==> config.mk <==
export PLATFORM = sky130hd
export DESIGN_NAME = four_register_alu_executor_core_flat
export DESIGN_NICKNAME = d
export VERILOG_FILES = /design/src/hw/rtl/frae_pkg.sv /design/src/hw/rtl/frae_req_if.sv /design/src/hw/rtl/frae_rsp_if.sv /design/src/hw/rtl/four_register_alu_executor_core.sv /design/src/hw/rtl/frae_front.sv /design/src/hw/rtl/frae_queue.sv /design/src/hw/rtl/frae_back.sv /design/src/flat_wrapper.sv
export SDC_FILE = /design/constraint.sdc
export NUM_CORES = 2
export LEC_CHECK = 0
export ABC_CLOCK_PERIOD_IN_PS = 19100
export BUFFER_PORTS_ARGS = -buffer_cell sky130_fd_sc_hd__buf_2
export CORE_MARGIN = 1.5
export CORE_UTILIZATION = 33
export DETAILED_ROUTE_END_ITERATION = 16
export PLACE_DENSITY_LB_ADDON = 0.2
export REMOVE_ABC_BUFFERS = 1
export SLEW_MARGIN = 20
export SYNTH_ARGS = -nofsm -noshare
export SYNTH_HDL_FRONTEND = slang
export SYNTH_SLANG_ARGS = --single-unit
==> constraint.sdc <==
create_clock -name clock -period 19.1 [get_ports clock]
set_input_delay 1.91 -clock clock [delete_from_list [all_inputs] [get_ports clock]]
set_output_delay 1.91 -clock clock [all_outputs]
set_load 0.05 [all_outputs]
==> src/hw/rtl/frae_pkg.sv <==
// ---------------------------------------------------------------------------
// frae_pkg: shared types and constants for the four-register ALU executor
// Operation codes, the decoded instruction record and the queue sizing.
// ---------------------------------------------------------------------------
`default_nettype none

package frae_pkg;

   localparam int unsigned OPNUM_WIDTH   = 4;
   localparam int unsigned OPERAND_WIDTH = 16;
   localparam int unsigned REG_IDX_WIDTH = 2;
   localparam int unsigned NUM_REGS      = 4;
   localparam int unsigned RESULT_WIDTH  = 32;
   localparam int unsigned OPMAP_WIDTH   = 64;

   localparam logic [OPMAP_WIDTH-1:0] OPMAP_RESET = 64'hFEDC_BA98_7654_3210;

   // Depth of the queue between front and back.
   localparam int unsigned QUEUE_DEPTH   = 2;
   localparam int unsigned QUEUE_PTR_W   = (QUEUE_DEPTH > 1) ? $clog2(QUEUE_DEPTH) : 1;
   localparam int unsigned QUEUE_CNT_W   = $clog2(QUEUE_DEPTH + 1);

   typedef enum logic [OPNUM_WIDTH-1:0] {
      OP_ADDR = 4'd0,
      OP_ADDI = 4'd1,
      OP_MULR = 4'd2,
      OP_MULI = 4'd3,
      OP_BANR = 4'd4,
      OP_BANI = 4'd5,
      OP_BORR = 4'd6,
      OP_BORI = 4'd7,
      OP_SETR = 4'd8,
      OP_SETI = 4'd9,
      OP_GTIR = 4'd10,
      OP_GTRI = 4'd11,
      OP_GTRR = 4'd12,
      OP_EQIR = 4'd13,
      OP_EQRI = 4'd14,
      OP_EQRR = 4'd15
   } op_type;

   typedef struct packed {
      op_type                     op;
      logic [OPERAND_WIDTH-1:0]   src_a;
      logic [OPERAND_WIDTH-1:0]   src_b;
      logic [REG_IDX_WIDTH-1:0]   dest_index;
   } item_type;

   typedef struct packed {
      logic     push;
      item_type item;
   } push_type;

   typedef struct packed {
      logic     valid;
      item_type item;
   } head_type;

endpackage

`default_nettype wire

==> src/hw/rtl/frae_req_if.sv <==
// ---------------------------------------------------------------------------
// frae_req_if: instruction channel
// Valid/ready channel carrying one instruction per beat.
// ---------------------------------------------------------------------------
`default_nettype none

interface frae_req_if;
   import frae_pkg::*;

   logic                      valid;
   logic                      ready;
   logic [OPNUM_WIDTH-1:0]    opcode;
   logic [OPERAND_WIDTH-1:0]  src_a;
   logic [OPERAND_WIDTH-1:0]  src_b;
   logic [REG_IDX_WIDTH-1:0]  dest_index;

   modport source (output valid, output opcode, output src_a, output src_b,
                   output dest_index, input ready);
   modport sink   (input valid, input opcode, input src_a, input src_b,
                   input dest_index, output ready);
endinterface

`default_nettype wire

==> src/hw/rtl/frae_rsp_if.sv <==
// ---------------------------------------------------------------------------
// frae_rsp_if: register snapshot channel
// Valid/ready channel carrying the four registers per beat.
// ---------------------------------------------------------------------------
`default_nettype none

interface frae_rsp_if;
   import frae_pkg::*;

   logic                            valid;
   logic                            ready;
   logic signed [RESULT_WIDTH-1:0]  r0_value;
   logic signed [RESULT_WIDTH-1:0]  r1_value;
   logic signed [RESULT_WIDTH-1:0]  r2_value;
   logic signed [RESULT_WIDTH-1:0]  r3_value;

   modport source (output valid, output r0_value, output r1_value,
                   output r2_value, output r3_value, input ready);
   modport sink   (input valid, input r0_value, input r1_value,
                   input r2_value, input r3_value, output ready);
endinterface

`default_nettype wire

==> src/hw/rtl/four_register_alu_executor_core.sv <==
// ---------------------------------------------------------------------------
// four_register_alu_executor_core: four-register ALU instruction executor
// Executes one instruction per beat on a four-entry register file and
// returns all four registers after each instruction.
// ---------------------------------------------------------------------------
// Usage:
//   req_bus carries one instruction per beat: an instruction number, which
//   the opcode map turns into an operation, operands A and B, and the
//   destination register. rsp_bus returns one beat per instruction holding
//   the low 32 bits of all four registers after it has executed.
//   csr_wr_en/csr_wr_data load the 64-bit opcode map; write it only while
//   no instruction is in flight.
//   An accepted beat is registered in the queue, and on retiring in the
//   register file and response valid. Throughput is one instruction per
//   cycle while the receiver takes each beat; the combinational ALU feeds
//   the register file, so dependent instructions follow without bubbles.
//   Reset clears the register file, empties the two-entry queue and loads
//   the identity opcode map. When the receiver stalls, the response beat is
//   held, the queue absorbs up to two further instructions and then
//   req_bus.ready falls.
// ---------------------------------------------------------------------------
`default_nettype none

module four_register_alu_executor_core #(
   parameter int unsigned DATA_WIDTH = 32
) (
   input  wire                              clock,
   input  wire                              reset,
   frae_req_if.sink                         req_bus,
   frae_rsp_if.source                       rsp_bus,
   input  wire                              csr_wr_en,
   input  wire [frae_pkg::OPMAP_WIDTH-1:0]  csr_wr_data
);
   import frae_pkg::*;

   push_type push;
   head_type head;
   logic     queue_full;
   logic     pop;

   frae_front u_front (
      .clock       (clock),
      .reset       (reset),
      .req_bus     (req_bus),
      .csr_wr_en   (csr_wr_en),
      .csr_wr_data (csr_wr_data),
      .queue_full  (queue_full),
      .push        (push)
   );

   frae_queue u_queue (
      .clock (clock),
      .reset (reset),
      .push  (push),
      .pop   (pop),
      .full  (queue_full),
      .head  (head)
   );

   frae_back #(
      .DATA_WIDTH (DATA_WIDTH)
   ) u_back (
      .clock   (clock),
      .reset   (reset),
      .head    (head),
      .pop     (pop),
      .rsp_bus (rsp_bus)
   );

endmodule

`default_nettype wire

==> src/hw/rtl/frae_front.sv <==
// ---------------------------------------------------------------------------
// frae_front: instruction intake and decode
// Holds the opcode map, accepts instruction beats and translates the
// instruction number into an operation before queueing.
// ---------------------------------------------------------------------------
`default_nettype none

module frae_front (
   input  wire                                 clock,
   input  wire                                 reset,
   frae_req_if.sink                            req_bus,
   input  wire                                 csr_wr_en,
   input  wire [frae_pkg::OPMAP_WIDTH-1:0]     csr_wr_data,
   input  wire                                 queue_full,
   output frae_pkg::push_type                  push
);
   import frae_pkg::*;

   logic [OPMAP_WIDTH-1:0] opmap_ff;
   logic [OPMAP_WIDTH-1:0] opmap_in;

   always_comb begin
      opmap_in = opmap_ff;
      if (csr_wr_en) begin
         opmap_in = csr_wr_data;
      end
   end

   always_ff @(posedge clock) begin
      if (reset) begin
         opmap_ff <= OPMAP_RESET;
      end else begin
         opmap_ff <= opmap_in;
      end
   end

   assign req_bus.ready = !queue_full;

   always_comb begin
      push.push            = req_bus.valid && !queue_full;
      push.item.op         = op_type'(opmap_ff[OPNUM_WIDTH*req_bus.opcode +: OPNUM_WIDTH]);
      push.item.src_a      = req_bus.src_a;
      push.item.src_b      = req_bus.src_b;
      push.item.dest_index = req_bus.dest_index;
   end

endmodule

`default_nettype wire

==> src/hw/rtl/frae_queue.sv <==
// ---------------------------------------------------------------------------
// frae_queue: decoded instruction queue
// Small FIFO between front and back; push and pop may share a cycle.
// ---------------------------------------------------------------------------
`default_nettype none

module frae_queue (
   input  wire                 clock,
   input  wire                 reset,
   input  frae_pkg::push_type  push,
   input  wire                 pop,
   output logic                full,
   output frae_pkg::head_type  head
);
   import frae_pkg::*;

   item_type               store_ff [QUEUE_DEPTH];
   logic [QUEUE_PTR_W-1:0] rd_ptr_ff;
   logic [QUEUE_PTR_W-1:0] rd_ptr_in;
   logic [QUEUE_PTR_W-1:0] wr_ptr_ff;
   logic [QUEUE_PTR_W-1:0] wr_ptr_in;
   logic [QUEUE_CNT_W-1:0] count_ff;
   logic [QUEUE_CNT_W-1:0] count_in;

   function automatic logic [QUEUE_PTR_W-1:0] next_ptr(input logic [QUEUE_PTR_W-1:0] p);
      logic [QUEUE_PTR_W-1:0] r;
      if (p == QUEUE_PTR_W'(QUEUE_DEPTH - 1)) begin
         r = '0;
      end else begin
         r = p + QUEUE_PTR_W'(1);
      end
      return r;
   endfunction

   assign full       = (count_ff == QUEUE_CNT_W'(QUEUE_DEPTH));
   assign head.valid = (count_ff != '0);
   assign head.item  = store_ff[rd_ptr_ff];

   always_comb begin
      rd_ptr_in = pop       ? next_ptr(rd_ptr_ff) : rd_ptr_ff;
      wr_ptr_in = push.push ? next_ptr(wr_ptr_ff) : wr_ptr_ff;
      count_in  = count_ff;
      if (push.push && !pop) begin
         count_in = count_ff + QUEUE_CNT_W'(1);
      end else if (pop && !push.push) begin
         count_in = count_ff - QUEUE_CNT_W'(1);
      end
   end

   always_ff @(posedge clock) begin
      if (reset) begin
         rd_ptr_ff <= '0;
         wr_ptr_ff <= '0;
         count_ff  <= '0;
      end else begin
         rd_ptr_ff <= rd_ptr_in;
         wr_ptr_ff <= wr_ptr_in;
         count_ff  <= count_in;
      end
   end

   always_ff @(posedge clock) begin
      if (push.push) begin
         store_ff[wr_ptr_ff] <= push.item;
      end
   end

   a_no_pop_when_empty: assert property (@(posedge clock) disable iff (reset)
      pop |-> head.valid)
      else $error("queue popped while empty");

   a_no_push_when_full: assert property (@(posedge clock) disable iff (reset)
      full |-> !push.push)
      else $error("queue pushed while full");

endmodule

`default_nettype wire

==> src/hw/rtl/frae_back.sv <==
// ---------------------------------------------------------------------------
// frae_back: execute stage and register file
// Takes the queue head, applies the operation to the register file and
// presents the updated registers as one response beat.
// ---------------------------------------------------------------------------
`default_nettype none

module frae_back #(
   parameter int unsigned DATA_WIDTH = 32
) (
   input  wire                 clock,
   input  wire                 reset,
   input  frae_pkg::head_type  head,
   output logic                pop,
   frae_rsp_if.source          rsp_bus
);
   import frae_pkg::*;

   localparam int unsigned IMM_EXT_W = DATA_WIDTH + OPERAND_WIDTH;
   localparam int unsigned OUT_EXT_W = DATA_WIDTH + RESULT_WIDTH;

   logic [DATA_WIDTH-1:0] regs_ff [NUM_REGS];
   logic [DATA_WIDTH-1:0] regs_in [NUM_REGS];
   logic                  out_valid_ff;
   logic                  out_valid_in;

   logic [IMM_EXT_W-1:0]  imm_a_ext;
   logic [IMM_EXT_W-1:0]  imm_b_ext;
   logic [DATA_WIDTH-1:0] imm_a;
   logic [DATA_WIDTH-1:0] imm_b;
   logic [DATA_WIDTH-1:0] reg_a;
   logic [DATA_WIDTH-1:0] reg_b;
   logic [DATA_WIDTH-1:0] opnd_b;
   logic [DATA_WIDTH-1:0] cmp_x;
   logic [DATA_WIDTH-1:0] cmp_y;
   logic [DATA_WIDTH-1:0] mul_res;
   logic [DATA_WIDTH-1:0] result;
   logic                  gt_flag;
   logic                  eq_flag;
   logic [OUT_EXT_W-1:0]  out_ext [NUM_REGS];

   // Immediates are zero-extended, or truncated when the datapath is narrower.
   assign imm_a_ext = {{DATA_WIDTH{1'b0}}, head.item.src_a};
   assign imm_b_ext = {{DATA_WIDTH{1'b0}}, head.item.src_b};
   assign imm_a     = imm_a_ext[DATA_WIDTH-1:0];
   assign imm_b     = imm_b_ext[DATA_WIDTH-1:0];
   assign reg_a     = regs_ff[head.item.src_a[REG_IDX_WIDTH-1:0]];
   assign reg_b     = regs_ff[head.item.src_b[REG_IDX_WIDTH-1:0]];

   always_comb begin
      opnd_b = reg_b;
      cmp_x  = reg_a;
      cmp_y  = reg_b;
      case (head.item.op)
         OP_ADDI, OP_MULI, OP_BANI, OP_BORI: opnd_b = imm_b;
         default:                            opnd_b = reg_b;
      endcase
      case (head.item.op)
         OP_GTIR, OP_EQIR: begin
            cmp_x = imm_a;
            cmp_y = reg_b;
         end
         OP_GTRI, OP_EQRI: begin
            cmp_x = reg_a;
            cmp_y = imm_b;
         end
         default: begin
            cmp_x = reg_a;
            cmp_y = reg_b;
         end
      endcase
   end

   // Only the low word of the product is kept; above 32 bits the cross terms
   // are formed at the upper width alone.
   generate
      if (DATA_WIDTH <= 32) begin : g_mul_narrow
         assign mul_res = reg_a * opnd_b;
      end else begin : g_mul_wide
         localparam int unsigned HW = DATA_WIDTH - 32;
         logic [63:0] lo_prod;
         logic [HW-1:0] cross_sum;
         assign lo_prod   = reg_a[31:0] * opnd_b[31:0];
         assign cross_sum = reg_a[DATA_WIDTH-1:32] * opnd_b[HW-1:0]
                          + reg_a[HW-1:0] * opnd_b[DATA_WIDTH-1:32];
         assign mul_res   = lo_prod[DATA_WIDTH-1:0] + {cross_sum, 32'b0};
      end
   endgenerate

   assign gt_flag = $signed(cmp_x) > $signed(cmp_y);
   assign eq_flag = (cmp_x == cmp_y);

   always_comb begin
      result = '0;
      unique case (head.item.op)
         OP_ADDR, OP_ADDI: result = reg_a + opnd_b;
         OP_MULR, OP_MULI: result = mul_res;
         OP_BANR, OP_BANI: result = reg_a & opnd_b;
         OP_BORR, OP_BORI: result = reg_a | opnd_b;
         OP_SETR:          result = reg_a;
         OP_SETI:          result = imm_a;
         OP_GTIR, OP_GTRI, OP_GTRR: result = DATA_WIDTH'(gt_flag);
         OP_EQIR, OP_EQRI, OP_EQRR: result = DATA_WIDTH'(eq_flag);
      endcase
   end

   // The register file itself is the response payload, so an instruction is
   // only retired once the previous beat has left.
   assign pop = head.valid && (!out_valid_ff || rsp_bus.ready);

   always_comb begin
      for (int k = 0; k < NUM_REGS; k++) begin
         regs_in[k] = regs_ff[k];
      end
      if (pop) begin
         regs_in[head.item.dest_index] = result;
      end
      out_valid_in = pop || (out_valid_ff && !rsp_bus.ready);
   end

   always_ff @(posedge clock) begin
      if (reset) begin
         for (int k = 0; k < NUM_REGS; k++) begin
            regs_ff[k] <= '0;
         end
         out_valid_ff <= 1'b0;
      end else begin
         for (int k = 0; k < NUM_REGS; k++) begin
            regs_ff[k] <= regs_in[k];
         end
         out_valid_ff <= out_valid_in;
      end
   end

   always_comb begin
      for (int k = 0; k < NUM_REGS; k++) begin
         out_ext[k] = {{RESULT_WIDTH{1'b0}}, regs_ff[k]};
      end
   end

   assign rsp_bus.valid    = out_valid_ff;
   assign rsp_bus.r0_value = out_ext[0][RESULT_WIDTH-1:0];
   assign rsp_bus.r1_value = out_ext[1][RESULT_WIDTH-1:0];
   assign rsp_bus.r2_value = out_ext[2][RESULT_WIDTH-1:0];
   assign rsp_bus.r3_value = out_ext[3][RESULT_WIDTH-1:0];

   a_pop_gives_beat: assert property (@(posedge clock) disable iff (reset)
      pop |=> out_valid_ff)
      else $error("retired instruction produced no response beat");

   a_no_overwrite: assert property (@(posedge clock) disable iff (reset)
      (out_valid_ff && !rsp_bus.ready) |-> !pop)
      else $error("register file changed under a stalled beat");

   a_reset_clears: assert property (@(posedge clock)
      reset |=> (regs_ff[0] == '0) && (regs_ff[1] == '0) && (regs_ff[2] == '0)
                && (regs_ff[3] == '0) && !out_valid_ff)
      else $error("register file not cleared by reset");

endmodule

`default_nettype wire

==> src/flat_wrapper.sv <==
// flat-port wrapper written by rule: the top's interface ports become plain ports
module four_register_alu_executor_core_flat import frae_pkg::*;
#(
   parameter int unsigned DATA_WIDTH = 32
)
  (clock, reset, csr_wr_en, csr_wr_data, req_bus_valid, req_bus_opcode, req_bus_src_a, req_bus_src_b, req_bus_dest_index, req_bus_ready, rsp_bus_valid, rsp_bus_r0_value, rsp_bus_r1_value, rsp_bus_r2_value, rsp_bus_r3_value, rsp_bus_ready);
  frae_req_if req_bus_i ();
  frae_rsp_if rsp_bus_i ();
  input  wire clock;
  input  wire reset;
  input  wire csr_wr_en;
  input  wire [frae_pkg::OPMAP_WIDTH-1:0] csr_wr_data;
  input wire logic [$bits(req_bus_i.valid)-1:0] req_bus_valid;
  input wire logic [$bits(req_bus_i.opcode)-1:0] req_bus_opcode;
  input wire logic [$bits(req_bus_i.src_a)-1:0] req_bus_src_a;
  input wire logic [$bits(req_bus_i.src_b)-1:0] req_bus_src_b;
  input wire logic [$bits(req_bus_i.dest_index)-1:0] req_bus_dest_index;
  output wire logic [$bits(req_bus_i.ready)-1:0] req_bus_ready;
  output wire logic [$bits(rsp_bus_i.valid)-1:0] rsp_bus_valid;
  output wire logic [$bits(rsp_bus_i.r0_value)-1:0] rsp_bus_r0_value;
  output wire logic [$bits(rsp_bus_i.r1_value)-1:0] rsp_bus_r1_value;
  output wire logic [$bits(rsp_bus_i.r2_value)-1:0] rsp_bus_r2_value;
  output wire logic [$bits(rsp_bus_i.r3_value)-1:0] rsp_bus_r3_value;
  input wire logic [$bits(rsp_bus_i.ready)-1:0] rsp_bus_ready;
  assign req_bus_i.valid = req_bus_valid;
  assign req_bus_i.opcode = req_bus_opcode;
  assign req_bus_i.src_a = req_bus_src_a;
  assign req_bus_i.src_b = req_bus_src_b;
  assign req_bus_i.dest_index = req_bus_dest_index;
  assign req_bus_ready = req_bus_i.ready;
  assign rsp_bus_valid = rsp_bus_i.valid;
  assign rsp_bus_r0_value = rsp_bus_i.r0_value;
  assign rsp_bus_r1_value = rsp_bus_i.r1_value;
  assign rsp_bus_r2_value = rsp_bus_i.r2_value;
  assign rsp_bus_r3_value = rsp_bus_i.r3_value;
  assign rsp_bus_i.ready = rsp_bus_ready;
  four_register_alu_executor_core #(.DATA_WIDTH(DATA_WIDTH)) u_core (.clock(clock), .reset(reset), .req_bus(req_bus_i), .rsp_bus(rsp_bus_i), .csr_wr_en(csr_wr_en), .csr_wr_data(csr_wr_data));
endmodule
==> results.toml <==
[status]
status = "finished, final reports clean"

[synthesis]
synth_edf_count = 76
synth_top_area_cell = "fa_1"
syn_area_per_cell_um2 = 8.72
ys_async_sr_fraction = 0
synth_top_family_by_area = "adder cells"
yosysTopAreaCellShare = 0.256
netlist_area_mm2 = 0.0320
synth_xor_area_frac = 0.0306
synth_compound_area_frac = 0.112
yosysWarnings = 0
synth-main-ff-cell = "dfxtp_1"
synth.distinct_cells = 84
ys_seq_area_frac = 0.195
ys_seq_elements = 274
syn_inst = 3665
synth.area.mux_share = 0.0762
synthSimpleGateAreaFrac = 0.160
synth-adder-area-share = 0.342
synth_top_cells_by_area = "fa_1 26%, dfxtp_1 12%, ha_1 8.6%"

[detailed_routing]
wl_per_cell_um = 23.4
vias_per_cell = 5.27
route.detailed.drc = 0
ant_nets = 0
drtIter0Drc = 2226
wl_mm = 119
vias = 26754
dr.pass1.iters = 6

[cts]
cts_tree = "done"
cts.sinks = 274
insertion_delay_ns = 0.62
cts_made_buffers = 28
hold_buffers = 0
htreeDepth = 1
clk_pin_slew_ns = 0.06
cts_setup_buffers = 0
cts_buffer_depth = 3
clock-root-buffer = "clkbuf_16"
post_cts_resized = 0

[floorplanning]
core_area_mm2 = 0.0954
num_rows = 113
fp.dieW_um = 314
dieArea_mm2 = 0.0988
fp.dieH_um = 314
io_pins = 237
start_util = 0.335

[finish]
ff_latch_area_mm2 = 0.00625
final_common_cell = "nand2_1"
nNetsFinal = 4527
final_cell_mix = "549 x nand2_1, 499 x nor2_1, 440 x inv_1"
drive_above_1_share = 0.121
fillers = 9894
area_growth_pct = 10.5
multi_input_area_mm2 = 0.0231

[timing]
finalCritPeriodShare = 0.584
finalHoldViolCount = 0
worst_slew_pin_slew_ns = 1.13
rsz0062_at_grt = "no"
skew_ns = 0.0460
drv_slew = 0
max_freq_mhz = 89.7
tns_ns = 0
slew_headroom = 0.239
fin_crit_ns = 11.15
setup_viol = 0

[global_route]
antenna_found_initial = 1
grt_pass1_vias = 27219
grt_pass1_wl_mm = 179
gr-total-overflow = 0
grt_use_total = 0.242
grt_max_degree = 114

[worst_hold_path]
min_to = "u_core.u_front.opmap_ff[32]$_SDFFE_PP0P_"
min_delay_path_depth = 2
min_path_type = "register to register"
hp-start = "u_core.u_front.opmap_ff[32]$_SDFFE_PP0P_"

[critical_path]
path_class = "register to register"
critical_path.top_delay_family = "adder cells"
endpoint_kind = "register"
cp.arrival_ns = 11.57
reg2reg_slack_ns = 7.95
r2r_end = "u_core.u_back.regs_ff[2][29]$_SDFFE_PP0P_"
cp_common_cell = "fa_1"
crit_path_start_kind = "register"
path_buf_inv = 7
cpPeakStageDelay_ns = 0.65
worstPathRequired_ns = 19.52
reg2regPathDepth = 30
slowest_stage = "buf_4"
crit_fanout = 46

[placement]
place_congestion = 0.957
portBuffers = 236
detailed_place_hpwl_mm = 91.1

[run]
drv_cap = 0
-- routing by layer --
metal / vias to the layer above / GRT usage / share of wire
met5: - / 0 / 0
met2: 1089 / 0.411 / 0.48
met1: 13370 / 0.316 / 0.41
met3: 180 / 0.0374 / 0.079
met4: 0 / 0.0721 / 0.033
li1: 12115 / - / -
-- registers in the layout, summed over array words and instances, names as in the netlist, named ones only --
register and cells:
u_core.u_back.rsp_bus.valid 1, u_core.u_queue.count_ff 2, u_core.u_queue.wr_ptr_ff 1, u_core.u_queue.store_ff 76, u_core.u_queue.rd_ptr_ff 1, u_core.u_front.opmap_ff 64, u_core.u_back.regs_ff 128
-- synthesized netlist by cell type, types with 9 or more instances --
| library cell | count |
|---|---|
| o31ai_1 | 9 |
| mux2_2 | 9 |
| nand2_1 | 549 |
| a31oi_1 | 10 |
| ha_1 | 220 |
| nor3_1 | 9 |
| buf_6 | 10 |
| nand3_1 | 37 |
| a21oi_1 | 185 |
| nor2_1 | 505 |
| a22oi_1 | 13 |
| o21a_1 | 47 |
| nand2b_1 | 18 |
| xnor2_1 | 73 |
| nor2b_1 | 47 |
| a21o_1 | 41 |
| fa_1 | 409 |
| buf_2 | 21 |
| mux4_2 | 40 |
| nand4_1 | 15 |
| mux2i_1 | 135 |
| a211oi_1 | 26 |
| xor2_1 | 26 |
| nand3b_1 | 14 |
| o21ai_0 | 114 |
| and3_1 | 9 |
| buf_1 | 26 |
| edfxtp_1 | 76 |
| a211o_1 | 33 |
| dfxtp_1 | 198 |
| inv_2 | 19 |
| a221oi_1 | 10 |
| inv_1 | 440 |
| clkbuf_1 | 137 |
| or3_1 | 10 |
-- worst min-delay path, cell delays in order, from the launching register on --
cell,delay (ns)
dfxtp_1,0.32
mux2i_1,0.06
nor2_1,0.07
-- cell type report --
type,count,area share
clock inverters,17,0.00556
repair buffers,300,0.0473
multi-input cells,2721,0.655
diodes,1,0.0000708
well taps,1265,0.0448
inverters,466,0.0498
flip-flops and latches,274,0.177
clock buffers,34,0.0210
-- cells by family after synthesis --
logic type | count (synthesis)
xor+xnor | 104
fa+ha+maj | 629
simple gates | 1242
compound gates | 558
flops | 274
mux | 188
buf+inv | 670
-- how the worst max path moves through the flow --
| stage | start | endpoint | slack, ns | cells after the start |
|---|---|---|---|---|
| floorplan | register | u_core.u_back.regs_ff[0][29]$_SDFFE_PP0P_ | 6.18 | 28 |
| global placement | register | u_core.u_back.regs_ff[0][29]$_SDFFE_PP0P_ | 7.93 | 30 |
| detailed placement | register | u_core.u_back.regs_ff[0][29]$_SDFFE_PP0P_ | 7.84 | 30 |
| CTS | register | u_core.u_back.regs_ff[2][29]$_SDFFE_PP0P_ | 7.70 | 30 |
| global route | register | u_core.u_back.regs_ff[1][29]$_SDFFE_PP0P_ | 7.31 | 30 |
| finish | register | u_core.u_back.regs_ff[2][29]$_SDFFE_PP0P_ | 7.95 | 30 |
-- through the flow --
step,util,instances,worst slack [ns],cell area (um^2),hold WS (ns)
floorplan,-,3461,6.18,31100,0.455
global placement,0.360,5026,7.93,34400,0.471
global route,0.370,5077,7.31,35300,0.512
detailed placement,0.360,5026,7.84,34400,0.482
CTS,0.370,5077,7.70,35300,0.492
finish,0.370,5078,7.95,35300,0.491
Power is not shown: default switching activity piles up to over one toggle a cycle in this logic, so the estimate is an artifact.
